==> config.mk <==
export PLATFORM = sky130hd
export DESIGN_NAME = thermc_log2
export DESIGN_NICKNAME = d
export VERILOG_FILES = /design/src/rtl/core/thermc_pkg.sv /design/src/rtl/core/thermc_log2.sv
export SDC_FILE = /design/constraint.sdc
export NUM_CORES = 2
export LEC_CHECK = 0
export BUFFER_PORTS_ARGS = -buffer_cell sky130_fd_sc_hd__buf_2
export CAP_MARGIN = 20
export CORE_MARGIN = 3
export CORE_UTILIZATION = 55
export CTS_BUF_LIST = sky130_fd_sc_hd__clkbuf_8
export DETAILED_ROUTE_END_ITERATION = 8
export PLACE_DENSITY = 0.75
export SYNTH_ARGS = -nofsm -noshare
export SYNTH_HDL_FRONTEND = slang
export SYNTH_SLANG_ARGS = --single-unit
==> constraint.sdc <==
create_clock -name clk -period 12.09 [get_ports clk]
set_clock_uncertainty 0.1 [all_clocks]
set_input_delay 0 -clock clk [delete_from_list [all_inputs] [get_ports clk]]
set_output_delay 0 -clock clk [all_outputs]
set_load 0.005 [all_outputs]
==> src/rtl/core/thermc_pkg.sv <==
// shared types and constants for the thermistor / infrared temperature conditioner
// no dependencies; imported by every module of the block except thermc_div

package thermc_pkg;

  localparam int unsigned ADC_FULL_SCALE_DEF  = 1023;
  localparam int unsigned ADC_INVERT_MASK_DEF = 0;
  localparam int unsigned OPEN_MARGIN         = 10;

  localparam int unsigned CFG_ADDR_W = 3;
  localparam int unsigned CFG_DATA_W = 20;

  localparam int unsigned LOG_IN_W   = 36;
  localparam int unsigned LOG_FRAC_W = 24;
  localparam int unsigned LOG_EXP_W  = 6;
  localparam int unsigned LOG_OUT_W  = LOG_EXP_W + LOG_FRAC_W;

  localparam int unsigned BDIV_NUM_W = 64;
  localparam int unsigned BDIV_DEN_W = 50;
  localparam int unsigned SDIV_NUM_W = 20;
  localparam int unsigned SDIV_DEN_W = 4;

  localparam logic [29:0] LN2_Q30 = 30'd744261118;
  localparam logic signed [19:0] ABS_ZERO_C = 20'sd27315;
  localparam logic signed [19:0] IR_OFFSET  = 20'sd27316;
  localparam logic signed [19:0] OUT_MIN    = -20'sd27400;
  localparam logic signed [19:0] HOT_LIMIT  = 20'sd50000;
  localparam logic signed [22:0] SMOOTH_BIAS = 23'sd274005;
  localparam logic [SDIV_DEN_W-1:0] SMOOTH_DIV = 4'd10;

  typedef enum logic [CFG_ADDR_W-1:0] {
    REG_SENSOR_ENABLE = 3'd0,
    REG_SENSOR_KIND   = 3'd1,
    REG_REFRESH_TICKS = 3'd2,
    REG_START_OFFSET  = 3'd3,
    REG_BETA_COEFF    = 3'd4,
    REG_NOMINAL_RES   = 3'd5,
    REG_SERIES_RES    = 3'd6,
    REG_NOMINAL_TEMP  = 3'd7
  } cfg_reg_t;

  typedef struct packed {
    logic [9:0] adc_sample;
    logic [7:0] ir_low;
    logic [7:0] ir_high;
    logic       ir_addr_error;
    logic       ir_timeout;
  } in_t;

  typedef struct packed {
    logic signed [16:0] temperature;
    logic               failure;
  } out_t;

endpackage

==> src/rtl/core/thermc_log2.sv <==
// base-2 logarithm in Q24: one-bit-per-cycle normalize, then one squaring per cycle
// depends on thermc_pkg

module thermc_log2 (
  input  logic                            clk,
  input  logic                            rst_n,
  input  logic                            start,
  input  logic [thermc_pkg::LOG_IN_W-1:0] n,
  output logic                            done,
  output logic [thermc_pkg::LOG_OUT_W-1:0] res
);
  import thermc_pkg::*;

  typedef enum logic [1:0] {L_IDLE, L_NORM, L_SQ} phase_t;

  phase_t                  phase_r;
  logic [LOG_IN_W-1:0]     sh_r;
  logic [LOG_EXP_W-1:0]    sc_r;
  logic [30:0]             m_r;
  logic [LOG_FRAC_W-1:0]   f_r;
  logic [4:0]              it_r;
  logic                    done_r;
  logic [61:0]             sq;
  logic [31:0]             top;
  logic [LOG_EXP_W-1:0]    e;

  assign sq   = 62'(m_r) * 62'(m_r);
  assign top  = sq[61:30];
  assign e    = LOG_EXP_W'(LOG_IN_W - 1) - sc_r;
  assign res  = {e, f_r};
  assign done = done_r;

  always_ff @(posedge clk) begin
    if (!rst_n) begin
      phase_r <= L_IDLE;
      done_r  <= 1'b0;
    end else begin
      done_r <= 1'b0;
      unique case (phase_r)
        L_IDLE: begin
          if (start) begin
            sh_r    <= n;
            sc_r    <= '0;
            phase_r <= L_NORM;
          end
        end
        L_NORM: begin
          if (sh_r[LOG_IN_W-1]) begin
            m_r     <= sh_r[LOG_IN_W-1 -: 31];
            f_r     <= '0;
            it_r    <= '0;
            phase_r <= L_SQ;
          end else begin
            sh_r <= sh_r << 1;
            sc_r <= sc_r + 1'b1;
          end
        end
        L_SQ: begin
          if (top[31]) begin
            m_r <= top[31:1];
            f_r <= {f_r[LOG_FRAC_W-2:0], 1'b1};
          end else begin
            m_r <= top[30:0];
            f_r <= {f_r[LOG_FRAC_W-2:0], 1'b0};
          end
          it_r <= it_r + 1'b1;
          if (it_r == 5'(LOG_FRAC_W - 1)) begin
            phase_r <= L_IDLE;
            done_r  <= 1'b1;
          end
        end
        default: phase_r <= L_IDLE;
      endcase
    end
  end

endmodule

==> summary.txt <==
Routing
  • Routed WL per cell: around 19 um
  • 1st-pass router iterations: 5
  • DRT met1 WL: around 32,000 um
  • Met2 wire length: about 38,000 um
  • Met3 WL: around 5700 um
  • Detailed-route DRC error count: 0
  • Post-detailed-route count of antenna-violating nets: 0
  • Final WL: 79,900 um
  • Max Used Layer: met4
  • Vias per cell: 5.45
  • Routed vias: 22,765
  • Number of DRC markers in iteration 0: between 1,500 and 2,000

Clocking
  • Clock Pin Slew Worst Setup and Hold Paths: ~0.11 ns
  • Clk buf depth: 2
  • Later-pin clock latency in the skew report: ~0.38 ns
  • Root buffer cell: clkbuf_8
  • H-tree levels: 3
  • Inserted Clock Buffers: 9
  • Post-CTS Setup Bufs: 0
  • Clk sink count: approximately 110
  • TritonCTS clock tree: built

Yosys
  • Netlist cell types: 76
  • Syn Inst Count: roughly 3,400
  • Async SR Flop Fraction: 0
  • Most used DFF post-synth: edfxtp_1
  • Most common cell in the netlist: inv_1
  • Flops & latches, synth: approximately 110
  • Ys Warns: 0
  • Area contributors post-synth: fa_1 47%, inv_1 11%, ha_1 11%
  • Yosys top cell area share: 0.465
  • Top cells by count, synth: 933 x inv_1, 747 x fa_1, 360 x nand2_1
  • Post-synth EDFFs: 102
  • Sequential share of the synthesized area: 0.0972
  • Syn_area_per_cell: around 9.5 sq um
  • Syn_nets: 4,450
  • Yosys top cell by area: fa_1
  • Mapped Area: 0.0321 sq mm

Global route
  • Vias in the first global route: roughly 25,000
  • Congestion Overflow GR: 0
  • Tot GR Track Use: 0.277
  • Initial antenna violation count: 2
  • Largest net degree at the start of global routing: 55
  • Global-route wire length before repair: approximately 130,000 um

Floorplanning
  • Initial Utilization: 0.562
  • Die X: between 200 and 250 um
  • Die area: approximately 0.061 sq mm
  • IO Pins: 70
  • Vert. Die Dim: approximately 250 um
  • Std-Cell Rows: 87
  • Core area: 0.0571 sq mm

Setup path
  • WP buf/inv: 5
  • Max incr delay on CP: approximately 0.56 ns
  • Worst path slowest cell: fa_1
  • Worst EP required: approximately 12 ns
  • Family with the most delay on the worst path: adder cells
  • Worst setup SP type: flip-flop
  • Critical Path Fanout Max: 25
  • Worst reg-to-reg setup slack: 3.24 ns
  • Crit Path Category: flip-flop to flip-flop
  • Worst path arrival time: about 9 ns
  • Crit-path cells: buf_4, clkinv_1, nor2_1, fa_1, fa_1, inv_1, fa_1, fa_1, fa_1, inv_1, fa_1, fa_1, fa_1, ha_1, a21oi_1, nand2_1, a221oi_2, and2_1, a31oi_1, o31ai_1, and3_1, buf_4, nor3_1, a221o_1
  • Cell mode on critical path: fa_1
  • Crit end category: flip-flop

STA
  • Fmax: 113 MHz
  • Setup violators final: 0
  • Worst Slack Setup Final: 3.24 ns
  • Tcrit/Tclk final: 0.732
  • Worst Max-Slew Pin Slew: 0.984 ns
  • Fin. Hold Viols: 0
  • Max-slew violation count: 0
  • Hold slack: 0.330 ns
  • Post-layout min period: about 9 ns
  • Slew HR: 0.344
  • Setup TNS: 0 ns
  • RSZ-0062 raised after global routing: no

Placement
  • Placer congestion estimate: around 0.96
  • Pre-CTS worst setup slack: 3.28 ns
  • Port bufs: between 60 and 70
  • HPWL after DPL: 63,200 um

Flow run
  • Max-Cap Viols: 0

Layout
  • Layout cell share with drive strength beyond 1: 0.0450
  • Synth-to-Final Area Change: 5.32%
  • # nets final: 4,472
  • Final Core Density: 0.592

Hold path
  • Worst hold path class: primary input to flip-flop

Status
  • Outcome: finished, final reports clean
-- area by class of cell --
cell class / instances / area (sq um)
Clock inverter: 7 / 83.8
Tap cell: 756 / 946
Sequential cell: 105 / 3120
Clock buffer: 9 / 124
Multi-Input combinational cell: 2220 / 25000
Fill cell: 4812 / 23300
Antenna cell: 1 / 2.50
Inverter: 934 / 3510
Timing Repair Buffer: 146 / 1050
-- repair_timing --
item                                   in CTS  in global routing
gates resized for setup                     0                  0
hold buffers                               38                  0
setup endpoints to repair                   0                  0
endpoints found under the hold margin      40                  0
-- logic make-up after synthesis --
family	count (synthesis)	synth area share
buffers and inverters	1069	0.126
adders and majority gates	1017	0.570
xor gates and xnor gates	52	0.0142
AOI/OAI and AO/OA	297	0.0607
and+or+nand+nor	847	0.130
muxes	7	0.00230
DFF	105	0.0972
-- cell usage in the layout, fill, tap and decap left out, drive strengths merged, types with 4 or more instances in the layout --
cell type | netlist | final
a211oi | 8 | 8
a21boi | 7 | 7
a21o | 23 | 23
a21oi | 75 | 75
a221o | 4 | 4
a221oi | 4 | 4
a31o | 6 | 6
a31oi | 9 | 9
and2 | 225 | 225
and3 | 9 | 9
buf | 15 | 108
clkbuf | 120 | 9
dlygate4sd3 | 0 | 38
edfxtp | 102 | 102
fa | 747 | 747
ha | 270 | 270
inv | 933 | 936
mux2i | 4 | 4
nand2 | 361 | 361
nand2b | 39 | 39
nand3 | 45 | 45
nand4 | 30 | 30
nor2 | 79 | 79
nor2b | 12 | 12
nor3 | 19 | 19
nor4 | 6 | 6
o2111ai | 4 | 4
o211ai | 17 | 17
o21a | 6 | 6
o21ai | 78 | 78
o21bai | 13 | 13
o22ai | 4 | 4
o31ai | 7 | 7
or2 | 6 | 6
or3 | 7 | 7
xnor2 | 29 | 29
xor2 | 23 | 23
-- worst reg2reg max path, cell delays in order, from the launching register on --
cell and delay (ns):
edfxtp_1 0.33, buf_4 0.39, clkinv_1 0.52, nor2_1 0.39
fa_1 0.50, fa_1 0.56, inv_1 0.06, fa_1 0.56
fa_1 0.47, fa_1 0.56, inv_1 0.05, fa_1 0.47
fa_1 0.51, fa_1 0.42, ha_1 0.37, a21oi_1 0.23
nand2_1 0.09, a221oi_2 0.31, and2_1 0.23, a31oi_1 0.13
o31ai_1 0.31, and3_1 0.39, buf_4 0.31, nor3_1 0.09
a221o_1 0.28
-- registers in the layout (all words and copies together) (netlist names) --
name / count
phase_r: 2
done: 1
it_r: 5
sh_r: 36
f_r: 24
sc_r: 6
m_r: 31
-- metrics by stage --
stage	area, sq um	std cells
after floorplan	32100	3394
after global placement	33200	4121
after detailed placement	33200	4121
after CTS	33800	4175
after global routing	33800	4177
final	33900	4178
-- final timing paths --
| kind | cells past startpoint | endpoint | startpoint |
|---|---|---|---|
| worst min-delay path | 4 | sh_r[1]$_DFFE_PP_ | n[1] |
| worst max-delay path | 24 | m_r[0]$_DFFE_PP_ | m_r[15]$_DFFE_PP_ |
| worst max register to register | 24 | m_r[0]$_DFFE_PP_ | m_r[15]$_DFFE_PP_ |
| worst min register to register | 1 | f_r[6]$_SDFFCE_PP0P_ | f_r[5]$_SDFFCE_PP0P_ |
-- layer usage --
layer | global-route usage | vias to the layer above
met4 | 0.0990 | 0
met2 | 0.460 | 838
li1 | - | 10196
met5 | 0 | -
met1 | 0.375 | 11537
met3 | 0.0427 | 194
Power is not shown: default switching activity piles up to over one toggle a cycle in this logic, so the estimate is an artifact.
