[src/rtl/core/thermc_div.sv]
// restoring divider, one quotient bit per cycle
// depends on nothing but its parameters

module thermc_div #(
  parameter int unsigned NW = 64,
  parameter int unsigned DW = 50
) (
  input  logic          clk,
  input  logic          rst_n,
  input  logic          start,
  input  logic [NW-1:0] num,
  input  logic [DW-1:0] den,
  output logic          done,
  output logic [NW-1:0] quot
);

  localparam int unsigned CW = $clog2(NW + 1);

  logic          busy_r;
  logic          done_r;
  logic [CW-1:0] cnt_r;
  logic [NW-1:0] q_r;
  logic [DW-1:0] rem_r;
  logic [DW-1:0] den_r;
  logic [DW:0]   trial;
  logic [DW:0]   diff;
  logic          ge;

  assign trial = {rem_r, q_r[NW-1]};
  assign diff  = trial - {1'b0, den_r};
  assign ge    = trial >= {1'b0, den_r};
  assign done  = done_r;
  assign quot  = q_r;

  always_ff @(posedge clk) begin
    if (!rst_n) begin
      busy_r <= 1'b0;
      done_r <= 1'b0;
    end else begin
      done_r <= 1'b0;
      if (!busy_r) begin
        if (start) begin
          busy_r <= 1'b1;
          cnt_r  <= '0;
          q_r    <= num;
          rem_r  <= '0;
          den_r  <= den;
        end
      end else begin
        rem_r <= ge ? diff[DW-1:0] : trial[DW-1:0];
        q_r   <= {q_r[NW-2:0], ge};
        cnt_r <= cnt_r + 1'b1;
        if (cnt_r == CW'(NW - 1)) begin
          busy_r <= 1'b0;
          done_r <= 1'b1;
        end
      end
    end
  end

endmodule

[config.mk]
export PLATFORM = sky130hd
export DESIGN_NAME = thermc_div
export DESIGN_NICKNAME = d
export VERILOG_FILES = /design/src/rtl/core/thermc_div.sv
export SDC_FILE = /design/constraint.sdc
export NUM_CORES = 1
export LEC_CHECK = 0
export ABC_AREA = 1
export BUFFER_PORTS_ARGS = -buffer_cell sky130_fd_sc_hd__buf_2
export CORE_UTILIZATION = 30
export CTS_CLUSTER_SIZE = 40
export DETAILED_ROUTE_END_ITERATION = 16
export GPL_TIMING_DRIVEN = 0
export SLEW_MARGIN = 20
export SYNTH_ARGS = -nofsm -noshare
export SYNTH_HDL_FRONTEND = slang
export SYNTH_SLANG_ARGS = --single-unit
[constraint.sdc]
create_clock -name clk -period 3.7 [get_ports clk]
set_input_delay 0.37 -clock clk [delete_from_list [all_inputs] [get_ports clk]]
set_output_delay 0.37 -clock clk [all_outputs]
set_load 0.02 [all_outputs]
==> PnR_summary.wiki, run 1 <==
{| class="wikitable"
! Metric !! Value
|-
| Num CTS Buffers || 17
|-
| Crit. End Element || register
|-
| Setup Fix Bufs, Post-CTS || 0
|-
| Total Negative Setup Slacks || 0 ps
|-
| Via total after detailed routing || 10300
|-
| Minimum setup slack among reg-to-reg paths || 710 ps
|-
| Outcome || complete, no violations
|-
| Weighted congestion reported at the end of routability-driven placement || 0.947
|-
| Area of the die || 38700 µm²
|-
| Origin of the critical flop-to-flop path || rem_r[14]
|-
| Peak clock frequency supported by timing || 334 MHz
|-
| Initial standard-cell utilization of the core || 0.307
|-
| Count of final setup violators || 0
|-
| Most frequent CP cell || sky130_fd_sc_hd__nor2_1
|-
| Wire length of the first global-routing pass || 55200 µm
|-
| First-pass iteration count of the detailed router || 5
|-
| Clock Tree Root || sky130_fd_sc_hd__clkbuf_16
|-
| Final Hold Fails || 0
|-
| Total number of yosys warnings || 0
|-
| Die width || 197 µm
|-
| Total global routing overflow || 0
|-
| Most used flip-flop cell after synthesis || sky130_fd_sc_hd__edfxtp_1
|-
| Kind of path behind the tightest hold check || input port to register
|-
| Clock transition at the register clock pins on the worst setup and hold paths after CTS || 80 ps
|-
| End point of the critical path || rem_r[20]
|-
| Cell area after synthesis || 11400 µm²
|-
| Critical path cell sequence || ha_1 -> nand2_1 -> nor2_1 -> nand2_1 -> nor2_1 -> nand3_1 -> nand3_1 -> nor2_2 -> nand2_4 -> buf_2 -> o21ai_0 -> nor2_1
|-
| Buffer depth of the longest clock path || 2
|-
| Unrepaired setup endpoints after global routing || no
|-
| Site row count || 70
|-
| Met1 Wirelength || 16000 µm
|-
| Vias in the first global route || 10300
|-
| Number of nets in the layout || 1935
|-
| Post-CTS Hold Buffers || 0
|-
| Core area || 37000 µm²
|-
| Via/cell ratio || 4.50
|-
| Total length of routed wires || 35000 µm
|-
| Average instance area after synthesis || 7.27 µm²
|-
| IO buf count || 181
|-
| Fraction of final layout cells with drive strength greater than 1 || 0.139
|-
| Level count of the clock H-tree || 4
|-
| Most common library cell in the layout ignoring fill and taps || sky130_fd_sc_hd__nand2_1
|-
| Met2 wire len || 16100 µm
|-
| Drt drc || 0
|-
| Total power density per cell area || 466 nW/µm²
|-
| Sum of met3 wire segment lengths after detailed routing || 2200 µm
|-
| Worst-case clock skew || 26.8 ps
|-
| Antenna violations before repair || 4
|-
| Count of pins over their slew limit || 0
|-
| Highest Signal Layer || met5
|-
| Die outline height || 197 µm
|-
| Share of synthesized area occupied by flip-flops and latches || 0.455
|-
| Data required time at the worst endpoint || 4000 ps
|-
| Overall Global Routing Usage || 0.188
|-
| Maximum vdd drop || 0.000318 V
|-
| Count of maximum capacitance violations || 0
|-
| Resize count post-CTS || 0
|-
| Remaining number of nets flagged by the antenna check after routing || 0
|-
| Area added between synthesis and finish || 20.0%
|-
| Total of flip-flops plus latches after synthesis || 173
|-
| Highest-count cells in the layout ignoring fill and taps || sky130_fd_sc_hd__nand2_1 (628), sky130_fd_sc_hd__inv_1 (269), sky130_fd_sc_hd__buf_2 (187)
|-
| Post-Syn Nets || 1732
|-
| Worst Max-Slew Pin Slew || 834 ps
|-
| Worst stage delay on the critical path || 400 ps
|-
| Clock period minus worst slack || 2990 ps
|-
| Destination of the worst register-to-register timing path || rem_r[20]
|-
| Headroom to the max-slew limit || 0.444
|-
| Share of flip-flops with an asynchronous set or reset || 0
|-
| Library cell contributing the largest single delay on the critical path || sky130_fd_sc_hd__edfxtp_1
|-
| Leakage power of the design || 6.98 nW
|-
| Gate count after technology mapping || 1563
|-
| EDFF count, synth || 171
|-
| Critical setup path kind || register to register
|-
| Final Core Density || 0.369
|-
| Arrival @ worst endpoint || 3300 ps
|-
| Number of top-level design ports || 182
|-
| Setup crit start kind || register
|-
| Pin count of the biggest net entering global routing || 71
|-
| Final period util || 0.809
|-
| Routed WL per cell || 15.3 µm
|-
| Iteration-0 DRC count of the detailed router || 560
|-
| Number of distinct library cells after synthesis || 34
|-
| Clock latency reported for the late side of the worst-skew pair || 470 ps
|-
| Number of cell instances on the worst register-to-register path || 12
|-
| Post-detail-place hpwl || 28000 µm
|-
| Launch point of the critical path || rem_r[14]
|-
| CTS tree || built
|-
| Total chip power || 6.35 mW
|-
| Largest fanout on the critical path || 10
|-
| TritonCTS Sinks || 173
|}
==> how the worst min path moves through the flow <==
stage,startpoint,end,slack (ps),cells past startpoint
2_1_floorplan,den[0],den_r[0],470,0
3_3_place_gp,quot[14],quot[15],520,2
3_5_place_dp,cnt_r[6],busy_r,530,2
4_1_cts,den[23],den_r[23],60,1
5_1_grt,den[30],den_r[30],70,1
6_report,den[18],den_r[18],80,1
==> area by class of cell <==
class	count	area, µm²
Clock inverter	14	206
Fill cell	4045	23300
Clock buffer	18	429
Antenna cell	2	5.00
Sequential cell	173	5170
Inverter	277	1040
Multi-Input combinational cell	1083	5030
Timing Repair Buffer	184	981
Tap cell	504	631
Buffer	30	143
==> where the power goes <==
part / switching, mW / internal [mW]
Combinational: 1.25 / 0.583
Sequential: 0.0980 / 2.41
Clock: 0.864 / 1.15
==> cell families after synthesis <==
| logic type | Yosys count | synth area share |
|---|---|---|
| simple gates | 921 | 0.324 |
| buf+inv | 307 | 0.104 |
| flops | 173 | 0.455 |
| compound gates | 85 | 0.0392 |
| fa+ha+maj | 52 | 0.0579 |
| xor+xnor | 25 | 0.0193 |
==> layer usage <==
| metal | up-vias | track usage |
|---|---|---|
| li1 | 5269 | - |
| met5 | - | 0 |
| met2 | 284 | 0.319 |
| met3 | 39 | 0.0430 |
| met1 | 4686 | 0.239 |
| met4 | 4 | 0.0517 |
==> worst max-delay path, delay by kind of cell (launching register included) <==
family | cells | cell delay (ps)
simple gates | 9 | 1460
flops | 1 | 400
fa+ha+maj | 1 | 380
buf+inv | 1 | 340
compound gates | 1 | 250
==> flip-flops by register name (all words and copies together) (netlist names) <==
signal,cells
quot,64
den_r,50
rem_r,50
cnt_r,7
busy_r,1
done,1
==> stage by stage <==
| step | area [µm²] | instances | hold WS, ps | worst slack, ps |
|---|---|---|---|---|
| 2_1_floorplan | 11400 | 1563 | 469 | 274 |
| 3_3_place_gp | 12900 | 2248 | 523 | -1490 |
| 3_5_place_dp | 13000 | 2251 | 527 | 799 |
| 4_1_cts | 13600 | 2283 | 62.2 | 752 |
| 5_1_grt | 13600 | 2284 | 67.9 | 552 |
| 6_report | 13600 | 2285 | 80.2 | 705 |
==> synth_stat cells (3+ instances only) <==
| cell | n | share of area |
|---|---|---|
| sky130_fd_sc_hd__nor2_1 | 167 | 0.055 |
| sky130_fd_sc_hd__and2_1 | 4 | 0.0022 |
| sky130_fd_sc_hd__nor2_2 | 8 | 0.0044 |
| sky130_fd_sc_hd__inv_2 | 7 | 0.0023 |
| sky130_fd_sc_hd__xor2_1 | 23 | 0.018 |
| sky130_fd_sc_hd__inv_1 | 269 | 0.089 |
| sky130_fd_sc_hd__edfxtp_1 | 171 | 0.45 |
| sky130_fd_sc_hd__o21bai_1 | 4 | 0.0026 |
| sky130_fd_sc_hd__buf_2 | 6 | 0.0026 |
| sky130_fd_sc_hd__buf_6 | 3 | 0.0030 |
| sky130_fd_sc_hd__o21ai_0 | 34 | 0.015 |
| sky130_fd_sc_hd__a21oi_1 | 43 | 0.019 |
| sky130_fd_sc_hd__clkbuf_1 | 19 | 0.0063 |
| sky130_fd_sc_hd__ha_1 | 51 | 0.056 |
| sky130_fd_sc_hd__nand4_1 | 13 | 0.0072 |
| sky130_fd_sc_hd__nand3_1 | 74 | 0.033 |
| sky130_fd_sc_hd__nor3_1 | 15 | 0.0066 |
| sky130_fd_sc_hd__nand3b_1 | 3 | 0.0020 |
| sky130_fd_sc_hd__nand2_1 | 629 | 0.21 |
Power figures use the tool's default switching activity.
==> run 2: changes to the inputs <==
clock period = 2.7 ns   (was 3.7 ns; I/O delays follow)
==> PnR_summary.wiki, run 2 (synthesized netlist as in run 1, its figures left out) <==
{| class="wikitable"
! Metric !! Value
|-
| Worst stage delay on the critical path || 430 ps
|-
| Cell Count, Final, Fillers Out || 2336
|-
| Headroom to the max-slew limit || 0.529
|-
| Site row count || 70
|-
| Worst Max-Slew Pin Slew || 707 ps
|-
| Kind of path behind the tightest hold check || input port to register
|-
| Final Hold Fails || 0
|-
| Antenna diode instance count || 0
|-
| Maximum vdd drop || 0.000474 V
|-
| Unrepaired setup endpoints after global routing || yes
|-
| Die width || 197 µm
|-
| Via/cell ratio || 4.53
|-
| Destination of the worst register-to-register timing path || rem_r[20]
|-
| Count of maximum capacitance violations || 0
|-
| Post-detail-place hpwl || 27900 µm
|-
| Remaining number of nets flagged by the antenna check after routing || 0
|-
| Crit. End Element || register
|-
| Routed WL per cell || 15.4 µm
|-
| Number of nets in the layout || 1988
|-
| Drt drc || 0
|-
| Buffer depth of the longest clock path || 2
|-
| Initial standard-cell utilization of the core || 0.307
|-
| Die outline height || 197 µm
|-
| Launch point of the critical path || rem_r[47]
|-
| Largest fanout on the critical path || 10
|-
| Area added between synthesis and finish || 28.8%
|-
| Final period util || 0.958
|-
| Fraction of final layout cells with drive strength greater than 1 || 0.176
|-
| Critical setup path kind || register to register
|-
| Number of top-level design ports || 182
|-
| Clock period minus worst slack || 2590 ps
|-
| Iteration-0 DRC count of the detailed router || 699
|-
| Minimum setup slack among reg-to-reg paths || 110 ps
|-
| Internal Power || 5.68 mW
|-
| Outcome || complete, no violations
|-
| Switching power total || 3.09 mW
|-
| Share of power burned in combinational logic || 0.316
|-
| Library cell contributing the largest single delay on the critical path || sky130_fd_sc_hd__edfxtp_1
|-
| Most common library cell in the layout ignoring fill and taps || sky130_fd_sc_hd__nand2_1
|-
| Switching share of power || 0.352
|-
| TritonCTS Sinks || 173
|-
| Wire length of the first global-routing pass || 55600 µm
|-
| Leakage power of the design || 7.17 nW
|-
| Via total after detailed routing || 10600
|-
| Clock transition at the register clock pins on the worst setup and hold paths after CTS || 80 ps
|-
| Critical path cell sequence || ha_2 -> a21oi_1 -> o21ai_0 -> a21oi_1 -> nand3_1 -> nor2_2 -> nand2_4 -> buf_6 -> o21ai_0 -> nor2_1
|-
| Origin of the critical flop-to-flop path || rem_r[47]
|-
| Final Core Density || 0.396
|-
| Level count of the clock H-tree || 4
|-
| Vias in the first global route || 10400
|-
| Core area || 37000 µm²
|-
| Placed standard-cell area || 13000 µm²
|-
| Total power density per cell area || 599 nW/µm²
|-
| Data required time at the worst endpoint || 2910 ps
|-
| Overall Global Routing Usage || 0.189
|-
| Peak clock frequency supported by timing || 386 MHz
|-
| Setup crit start kind || register
|-
| Total global routing overflow || 0
|-
| Flop pwr share || 0.395
|-
| Num CTS Buffers || 17
|-
| Number of cell instances on the worst register-to-register path || 10
|-
| Count of final setup violators || 0
|-
| Highest-count cells in the layout ignoring fill and taps || sky130_fd_sc_hd__nand2_1 (612), sky130_fd_sc_hd__inv_1 (269), sky130_fd_sc_hd__buf_2 (184)
|-
| Clock Tree Root || sky130_fd_sc_hd__clkbuf_16
|-
| End point of the critical path || rem_r[20]
|-
| First-pass iteration count of the detailed router || 8
|-
| Arrival @ worst endpoint || 2800 ps
|-
| Total chip power || 8.77 mW
|-
| Clock latency reported for the late side of the worst-skew pair || 460 ps
|-
| Pin count of the biggest net entering global routing || 71
|-
| IO buf count || 181
|-
| Final std cell area, no fill || 14600 µm²
|-
| Worst-case clock skew || 16.1 ps
|-
| Placed cell count || 2251
|-
| Weighted congestion reported at the end of routability-driven placement || 0.949
|-
| Total length of routed wires || 36000 µm
|-
| Proportion of power drawn by the clock network || 0.289
|-
| Antenna violations before repair || 0
|-
| Area of the die || 38700 µm²
|-
| Max reg flops || 64
|-
| CTS tree || built
|-
| Count of pins over their slew limit || 0
|}
## run 2: how the worst min path moves through the flow
stage          slack, ps  cells after the start  startpoint        end
2_1_floorplan        370                      0      den[0]   den_r[0]
3_3_place_gp         450                      1     den[47]  den_r[47]
3_5_place_dp         450                      1     den[17]  den_r[17]
4_1_cts               10                      1     den[29]  den_r[29]
5_1_grt                6                      1     den[29]  den_r[29]
6_report              20                      1     den[29]  den_r[29]
## run 2: routing by layer
layer | wire length, µm | part of all wire | GRT usage | up-vias
met5 | 0 | 0 | 0 | -
met4 | 724 | 0.020 | 0.0597 | 0
met3 | 2370 | 0.066 | 0.0359 | 33
met2 | 16500 | 0.46 | 0.316 | 362
met1 | 16500 | 0.46 | 0.247 | 4819
li1 | - | - | - | 5377
## run 2: power by group through the flow
| stage | Combinational [mW] | Sequential [mW] | Clock [mW] |
|---|---|---|---|
| floorplan | 1.58 | 3.58 | 0 |
| global placement | 2.48 | 3.49 | 0 |
| detailed placement | 2.52 | 3.48 | 0 |
| CTS | 2.60 | 3.44 | 2.58 |
| global route | 3.09 | 3.49 | 2.67 |
| finish | 2.77 | 3.46 | 2.53 |
## run 2: metrics by stage
stage	setup TNS, ps	hold WS [ps]	setup slack, ps
after floorplan	0	369	105
after global placement	-128360	448	-1150
after detailed placement	-11480	448	-177
after CTS	0	10.2	13.0
after global routing	-7.96	6.47	-3.76
final	0	22.3	113
## run 2: worst max-delay path, delay by kind of cell (launching register included)
kind / cells / cell delay [ps]
AOI/OAI and AO/OA: 4 / 850
and+or+nand+nor: 4 / 520
DFF: 1 / 430
adders and majority gates: 1 / 360
buffers and inverters: 1 / 190
## run 2: timing repair
| item | CTS | global route |
|---|---|---|
| resized for setup | 13 | 81 |
| buffers inserted | 0 | 6 |
| hold buffers | 47 | 0 |
| endpoints found under the setup margin | 112 | 50 |
| pin swaps | 0 | 5 |
| endpoints found under the hold margin | 47 | 0 |
| gates cloned | 0 | 0 |
## run 2: layout make-up
cell class	count	area [µm²]
plain buffers	30	159
clock buffers	23	458
clock inverters	9	114
fillers	3978	22300
inverters	277	1040
multi-input cells	1083	5560
flip-flops and latches	173	5170
well taps	504	631
repair buffers	237	1500
==> run 3: changes to the inputs <==
PLACE_DENSITY = 0.51   (was unset)
==> PnR_summary.wiki, run 3 (synthesized netlist as in run 1, its figures left out) <==
{| class="wikitable"
! Metric !! Value
|-
| Outcome || complete, no violations
|-
| Crit. End Element || register
|-
| Remaining number of nets flagged by the antenna check after routing || 0
|-
| Launch point of the critical path || rem_r[13]
|-
| Clock period minus worst slack || 2620 ps
|-
| Drt drc || 0
|-
| Total global routing overflow || 0
|-
| Number of top-level design ports || 182
|-
| Antenna violations before repair || 0
|-
| Iteration-0 DRC count of the detailed router || 693
|-
| Max reg flops || 64
|-
| Clock transition at the register clock pins on the worst setup and hold paths after CTS || 80 ps
|-
| Worst stage delay on the critical path || 410 ps
|-
| Leakage power of the design || 7.18 nW
|-
| Via/cell ratio || 4.44
|-
| Buffer depth of the longest clock path || 2
|-
| Level count of the clock H-tree || 4
|-
| Vias in the first global route || 10400
|-
| Cell Count, Final, Fillers Out || 2335
|-
| Pin count of the biggest net entering global routing || 73
|-
| Origin of the critical flop-to-flop path || rem_r[13]
|-
| Fraction of final layout cells with drive strength greater than 1 || 0.177
|-
| Placed cell count || 2251
|-
| Area added between synthesis and finish || 29.5%
|-
| Via total after detailed routing || 10400
|-
| Site row count || 70
|-
| Critical path depth || 13
|-
| Most frequent CP cell || sky130_fd_sc_hd__nand3_1
|-
| Core area || 37000 µm²
|-
| Clock Tree Root || sky130_fd_sc_hd__clkbuf_16
|-
| Critical path buffers and inverters || 2
|-
| Setup WS pre-CTS || -256 ps
|-
| Die outline height || 197 µm
|-
| Critical path cell sequence || ha_1 -> nand2_2 -> nor2_4 -> nand2_1 -> nor2_2 -> nand3_1 -> nand3_1 -> nor2_4 -> nand2_8 -> buf_6 -> nand3_1 -> nand2_1 -> inv_1
|-
| Arrival @ worst endpoint || 2840 ps
|-
| Total of fill cells in the finished design || 4005
|-
| Data required time at the worst endpoint || 2920 ps
|-
| Worst Max-Slew Pin Slew || 754 ps
|-
| Highest-count cells in the layout ignoring fill and taps || sky130_fd_sc_hd__nand2_1 (613), sky130_fd_sc_hd__inv_1 (269), sky130_fd_sc_hd__buf_2 (183)
|-
| Sequential cell area || 5170 µm²
|-
| Num CTS Buffers || 17
|-
| Worst-case clock skew || 10.0 ps
|-
| Number of cell instances on the worst register-to-register path || 13
|-
| IO buf count || 181
|-
| Area of the die || 38700 µm²
|-
| First-pass iteration count of the detailed router || 5
|-
| Count of final setup violators || 0
|-
| Final std cell area, no fill || 14700 µm²
|-
| Kind of path behind the tightest hold check || input port to register
|-
| Destination of the worst register-to-register timing path || rem_r[42]
|-
| TritonCTS Sinks || 173
|-
| Post-route setup slack || 77.8 ps
|-
| Overall Global Routing Usage || 0.193
|-
| Setup crit start kind || register
|-
| Clock latency reported for the late side of the worst-skew pair || 470 ps
|-
| Critical setup path kind || register to register
|-
| Post-detail-place hpwl || 28200 µm
|-
| Count of pins over their slew limit || 0
|-
| Multi-input logic area || 5620 µm²
|-
| Total length of routed wires || 36100 µm
|-
| Routed WL per cell || 15.5 µm
|-
| Total power density per cell area || 599 nW/µm²
|-
| Initial standard-cell utilization of the core || 0.307
|-
| Wire length of the first global-routing pass || 56800 µm
|-
| Die width || 197 µm
|-
| Minimum setup slack among reg-to-reg paths || 80 ps
|-
| Peak clock frequency supported by timing || 381 MHz
|-
| Total Negative Setup Slacks || 0 ps
|-
| Largest fanout on the critical path || 10
|-
| Most common library cell in the layout ignoring fill and taps || sky130_fd_sc_hd__nand2_1
|-
| Antenna diode instance count || 0
|-
| Family with the most delay on the worst path || simple AND/OR/NAND/NOR gates
|-
| Placed standard-cell area || 13000 µm²
|-
| Maximum vdd drop || 0.000485 V
|-
| CTS tree || built
|-
| Final Hold Fails || 0
|-
| Weighted congestion reported at the end of routability-driven placement || 0.927
|-
| Library cell contributing the largest single delay on the critical path || sky130_fd_sc_hd__edfxtp_1
|-
| Count of maximum capacitance violations || 0
|-
| End point of the critical path || rem_r[42]
|-
| Number of nets in the layout || 1987
|-
| Headroom to the max-slew limit || 0.497
|-
| Final period util || 0.971
|}
## run 3: worst min path at each step
stage / startpoint / endpoint / slack, ps / cells past startpoint
after floorplan: den[0] / den_r[0] / 370 / 0
after global placement: den[46] / den_r[46] / 450 / 1
after detailed placement: den[40] / den_r[40] / 450 / 1
after CTS: den[10] / den_r[10] / 10 / 1
after global routing: den[10] / den_r[10] / 20 / 1
final: den[10] / den_r[10] / 20 / 1
## run 3: routing by layer
layer,vias up,part of all wire,global-route usage
li1,5364,-,-
met1,4711,0.47,0.260
met2,276,0.45,0.313
met3,25,0.064,0.0416
met4,0,0.013,0.0457
met5,-,0,0
## run 3: final cells by class
| class | count | share of cell area |
|---|---|---|
| multi-input combinational | 1083 | 0.382 |
| sequential | 173 | 0.351 |
| clock buffer | 17 | 0.0289 |
| tap | 504 | 0.0428 |
| buffer | 30 | 0.0112 |
| clock inverter | 15 | 0.0115 |
| timing repair buffer | 236 | 0.101 |
| inverter | 277 | 0.0706 |
## run 3: worst reg2reg max path: stages, from the launching register on
cell	delay (ps)
sky130_fd_sc_hd__edfxtp_1	410
sky130_fd_sc_hd__ha_1	380
sky130_fd_sc_hd__nand2_2	130
sky130_fd_sc_hd__nor2_4	170
sky130_fd_sc_hd__nand2_1	110
sky130_fd_sc_hd__nor2_2	180
sky130_fd_sc_hd__nand3_1	130
sky130_fd_sc_hd__nand3_1	150
sky130_fd_sc_hd__nor2_4	70
sky130_fd_sc_hd__nand2_8	130
sky130_fd_sc_hd__buf_6	200
sky130_fd_sc_hd__nand3_1	190
sky130_fd_sc_hd__nand2_1	100
sky130_fd_sc_hd__inv_1	40
## run 3: per-stage QoR
step,hold slack (ps),power (mW),util
floorplan,369,5.16,-
global placement,446,6.00,0.349
detailed placement,448,6.02,0.352
CTS,13.8,8.69,0.382
global route,21.0,9.36,0.398
finish,15.1,8.82,0.398
## run 3: repair_timing
item,in CTS,in global routing
pin swaps,0,2
gates resized for setup,16,86
setup buffers,0,3
hold endpoints to repair,49,0
hold buffers,49,0
endpoints found under the setup margin,113,51
## run 3: power breakdown
group	total (mW)	internal [mW]	leakage (nW)	switching [mW]
Sequential	3.46	3.30	1.66	0.158
Combinational	2.80	0.997	5.24	1.80
Clock	2.56	1.25	0.284	1.31
Total	8.82	5.54	7.18	3.27
